**src/rtl/light_box_range_cull_core_defines.svh**
```systemverilog
// assertion macros for the light box range cull block
`ifndef LIGHT_BOX_RANGE_CULL_CORE_DEFINES_SVH
`define LIGHT_BOX_RANGE_CULL_CORE_DEFINES_SVH
`ifndef SYNTHESIS
`define LBRC_ASSERT_IMP(label, clk, rst, ante, cons) \
  label: assert property (@(posedge clk) disable iff (rst) (ante) |-> (cons)) \
    else $error("lbrc assertion failed");
`define LBRC_ASSERT_NXT(label, clk, rst, ante, cons) \
  label: assert property (@(posedge clk) disable iff (rst) (ante) |=> (cons)) \
    else $error("lbrc assertion failed");
`else
`define LBRC_ASSERT_IMP(label, clk, rst, ante, cons)
`define LBRC_ASSERT_NXT(label, clk, rst, ante, cons)
`endif
`endif

```
**src/rtl/lbrc_ram.sv**
```systemverilog
// generic single write port ram with registered read
`timescale 1ns / 1ps
module lbrc_ram #(
  parameter int WIDTH = 8,
  parameter int DEPTH = 32,
  localparam int ADDR_W = (DEPTH > 1) ? $clog2(DEPTH) : 1
) (
  input  logic              clk,
  input  logic              we,
  input  logic [ADDR_W-1:0] waddr,
  input  logic [WIDTH-1:0]  wdata,
  input  logic [ADDR_W-1:0] raddr,
  output logic [WIDTH-1:0]  rdata
);

  logic [WIDTH-1:0] mem [DEPTH];

  always_ff @(posedge clk) begin
    if (we) begin
      mem[waddr] <= wdata;
    end
    rdata <= mem[raddr];
  end

endmodule

```
**config.mk**
```make
export PLATFORM = sky130hd
export DESIGN_NAME = lbrc_ram
export DESIGN_NICKNAME = d
export VERILOG_FILES = /design/src/rtl/light_box_range_cull_core_defines.svh /design/src/rtl/lbrc_ram.sv
export SDC_FILE = /design/constraint.sdc
export NUM_CORES = 1
export LEC_CHECK = 0
export BUFFER_PORTS_ARGS = -buffer_cell sky130_fd_sc_hd__buf_4
export CAP_MARGIN = 20
export CELL_PAD_IN_SITES_DETAIL_PLACEMENT = 1
export CELL_PAD_IN_SITES_GLOBAL_PLACEMENT = 2
export CORE_UTILIZATION = 50
export CTS_CLUSTER_SIZE = 28
export DETAILED_ROUTE_END_ITERATION = 7
export PLACE_DENSITY = 0.79
export SKIP_CTS_REPAIR_TIMING = 1
export SYNTH_ARGS = -nofsm -noshare
export SYNTH_HDL_FRONTEND = slang
export SYNTH_SLANG_ARGS = --single-unit
```
**constraint.sdc**
```tcl
create_clock -name clk -period 2.5 [get_ports clk]
set_input_delay 0.125 -clock clk [delete_from_list [all_inputs] [get_ports clk]]
set_output_delay 0.125 -clock clk [all_outputs]
set_load 0.01 [all_outputs]
```
Word level (Yosys, flattened, before mapping)
Memory sizes are Yosys's and may differ from the RTL's. A register that Yosys moved wholly into a read port is not among the register bits.
Index checks and enable logic that the tools add are counted.
{ "word_totals": {"ff_bits": 0, "ramBits": 256, "out_inout_bits": 8, "word_cells": 3, "mem_count": 1} }
{ "mem_list": {"columns": ["name", "depth", "word_bits", "read_ports", "rd_clocked_by_memory_dff", "wr", "line_no", "text"], "rows": [
  ["mem", 32, 8, 1, 1, 1, "lbrc_ram.sv:16", "logic [WIDTH-1:0] mem [DEPTH];"]
]} }
{ "op_classes": {"n_mux": 2} }
{ "op_table": {"columns": ["operator", "count"], "rows": [
  ["1-bit two-way mux", 2]
]} }

Longest topological paths before layout
{ "logic_depth": {"depth_word": 2, "ltp_mapped": 5, "ltp_nobuf": 3} }

Worst setup path before layout
No wires, ideal clock.
{ "synth_path": {"path_type": "input-to-reg", "startpoint": "input raddr[2]", "endpoint": "register rdata[0], read port of mem", "setup_ps": 121, "arrival_time_ps": 1807, "required_ps": 2379, "path_slack_ps": 573, "path_stages": 5, "n_path_buf": 2, "cell_sequence": "clkbuf_1 > clkbuf_1 > mux4_2 > mux4_2 > mux2_2"} }
{ "synth_lines": {"columns": ["element", "line_no", "text"], "rows": [
  ["start: declaration", "lbrc_ram.sv:12", "input logic [ADDR_W-1:0] raddr,"],
  ["end: declaration", "lbrc_ram.sv:13", "output logic [WIDTH-1:0] rdata"]
]} }

==> results by group <==
Pwr
  – Switching share of power: 19.7%
  – Logic pwr share: roughly 5.3%
  – Psw: roughly 1.9 mW
  – P_int: 7.64 mW
  – Pwr Density: a little over 800 nW/um2
  – Tot Pwr: 9.51 mW
  – Clock power frac: between 40% and 50%
  – Leak pwr: 3.77 nW
  – Sequential Power Share: 52.0%
  – VDD IR max: 478 uV

Place
  – Post-DP Area: 10800 um2
  – Number of port buffers: 27
  – DP HPWL: 14.2 mm
  – Final Wtd Congestion: 0.716

Logic synthesis
  – Synth Register Bits: between 200 and 300
  – Cell variety after synth: 15
  – Post-synthesis sequential area ratio: between 70% and 80%
  – Mapped Area: 10100 um2
  – Post-Syn Area per Cell: 24.1 um2
  – Synth Instances: between 400 and 500
  – Yosys warns: 0
  – Syn_nets: 437

GRT
  – Vias in the first global route: around 5000
  – Initial antenna violation count: 0
  – GR Overflow Total: 0
  – Largest net degree at the start of global routing: 33
  – Total track usage: 23.8%
  – First-pass GRT wire length: 33.6 mm

Critical path
  – Critical R2R Capture: rdata[1]
  – WP data arrival: 2.28 ns
  – R2R depth: 3
  – Critical Path RT: a little under 3 ns
  – Origin of the worst setup path: mem[21][1]
  – Setup slack, reg-to-reg: 0.63 ns
  – Worst r2r src: mem[21][1]
  – Kind of critical path: flip-flop to flip-flop
  – Critical path fanouts, max: 1
  – Worst Setup End Kind: flip-flop
  – Critical Path Source Type: flip-flop

Final layout
  – P&R area growth vs syn: 16.8%
  – Design Area, Final: 11700 um2
  – Layout cell share with drive strength beyond 1: 37.7%
  – Nets: roughly 500
  – Diode count: 0

Drt
  – DRT iter0 DRCs: 396
  – Via count: 4666
  – Post-DRT Antenna Nets: 0
  – Routed wire per std cell: 29.5 um
  – Total wire length: 22.9 mm
  – DR DRC count: 0
  – 1st-pass router iterations: 5
  – Vias per cell: 6.01

Status
  – Status: finished, final reports clean

STA
  – Clk_skew: 0.0145 ns
  – Max-slew violations: 0
  – Final setup fails: 0
  – Final hold slack: 0.0209 ns
  – Least-Margin Pin Slew: 0.862 ns
  – Unrepaired setup endpoints after global routing: false
  – Max frequency: 535 MHz
  – Hold Vio Cnt, Final: 0
  – Final TNS setup: 0 ns
  – Min Tclk post-route: roughly 1.9 ns
  – Period utilization: 74.8%
  – Slew HR: ~42%

Worst hold path
  – Cell count of the worst hold path: 1
  – Hold EP: mem[1][1]
  – Worst hold path class: input port to flip-flop
  – Hold Crit Start: wdata[1]

Job
  – MaxCap Viol Count: 0

Floorplan
  – Top Ports: 28
  – DIE AREA: 20700 um2
  – Initial Util: 51.3%
  – Area of the core: 19600 um2
  – Horiz. Die Dim: 144 um
  – Die Y: roughly 140 um
  – Rows: 51

Clocking
  – H-tree levels: 1
  – Clock-pin slew on the worst setup and hold paths: around 0.060 ns
  – CTS root buffer: clkbuf_16
  – Num CTS Buffers: 26
  – Clock Sinks: 264
  – Max Buffers Root-to-Sink: 3
  – CTS tree: done
  – Clk_lat worst skew: 0.53 ns
[layer usage]
layer  track usage (%)  up-vias  part of all wire, %
met5                 0        -                    0
met4              5.99        0                  1.8
met3              4.57       33                  7.0
met2              37.0      181                   47
met1              35.1     2524                   44
li1                  -     1928                    -
[layout make-up]
| type | instances | area [um2] |
|---|---|---|
| Timing Repair Buffer | 68 | 576 |
| Fill cell | 1593 | 7850 |
| Multi-Input combinational cell | 133 | 2100 |
| Clock buffer | 34 | 702 |
| Tap cell | 265 | 332 |
| Sequential cell | 264 | 7850 |
| Clock inverter | 13 | 184 |
[power groups by stage]
stage,Combinational [mW],Sequential (mW),Clock (mW)
finish,0.509,4.95,4.06
detailed placement,0.511,5.04,0
global route,0.544,4.95,4.23
global placement,0.495,5.04,0
floorplan,0.262,5.04,0
CTS,0.516,4.95,4.11
[per-stage QoR]
stage / util, % / setup WS, ns / instances
floorplan: - / 0.573 / 417
global placement: 55.4 / 0.314 / 729
detailed placement: 55.4 / 0.335 / 729
CTS: 59.9 / 0.636 / 776
global route: 59.9 / 0.610 / 777
finish: 59.9 / 0.631 / 777
[worst max-delay path by stage]
stage | endpoint | slack [ns] | depth (start not counted)
6_report | rdata[1] | 0.63 | 3
4_1_cts | rdata[2] | 0.64 | 3
2_1_floorplan | rdata[0] | 0.57 | 5
3_5_place_dp | rdata[2] | 0.33 | 5
5_1_grt | rdata[2] | 0.61 | 3
3_3_place_gp | rdata[2] | 0.31 | 5
[cells by family (layout without fill, tap and decap cells)]
family | count (synthesis) | count (layout) | share of synthesized area, %
flip-flops | 264 | 264 | 78.1
multiplexers | 88 | 88 | 18.8
AND/OR/NAND/NOR | 45 | 45 | 2.07
buffers and inverters | 20 | 115 | 1.06
[state kept, by name (all words and copies together), names as in the netlist]
signal / cells
mem: 256
rdata: 8
[synthesized netlist by cell type]
cell	n	area share, %
or3b_2	3	0.26
dfxtp_1	8	1.6
edfxtp_1	256	76
nor2_1	33	1.2
buf_2	1	0.050
nand3_1	2	0.10
mux4_2	80	18
clkbuf_1	6	0.22
mux2_2	8	0.90
nand2_1	1	0.037
buf_4	6	0.45
nand3b_1	5	0.37
or3_1	1	0.062
buf_6	1	0.11
buf_1	6	0.22
[critical path, cell delays in order (launching register included)]
cell,delay (ns)
edfxtp_1,0.38
mux4_2,0.53
mux4_2,0.55
mux2_2,0.29
[cells in the final DEF (no fill, tap or decap), drive strengths merged]
cell type    instances
buf                 67
bufinv               5
clkbuf              34
clkinv               8
dfxtp                8
dlygate4sd3          1
edfxtp             256
mux2                 8
mux4                80
nand2                1
nand3                2
nand3b               5
nor2                33
or3                  1
or3b                 3
No activity file was read; power rests on OpenSTA's default activity.
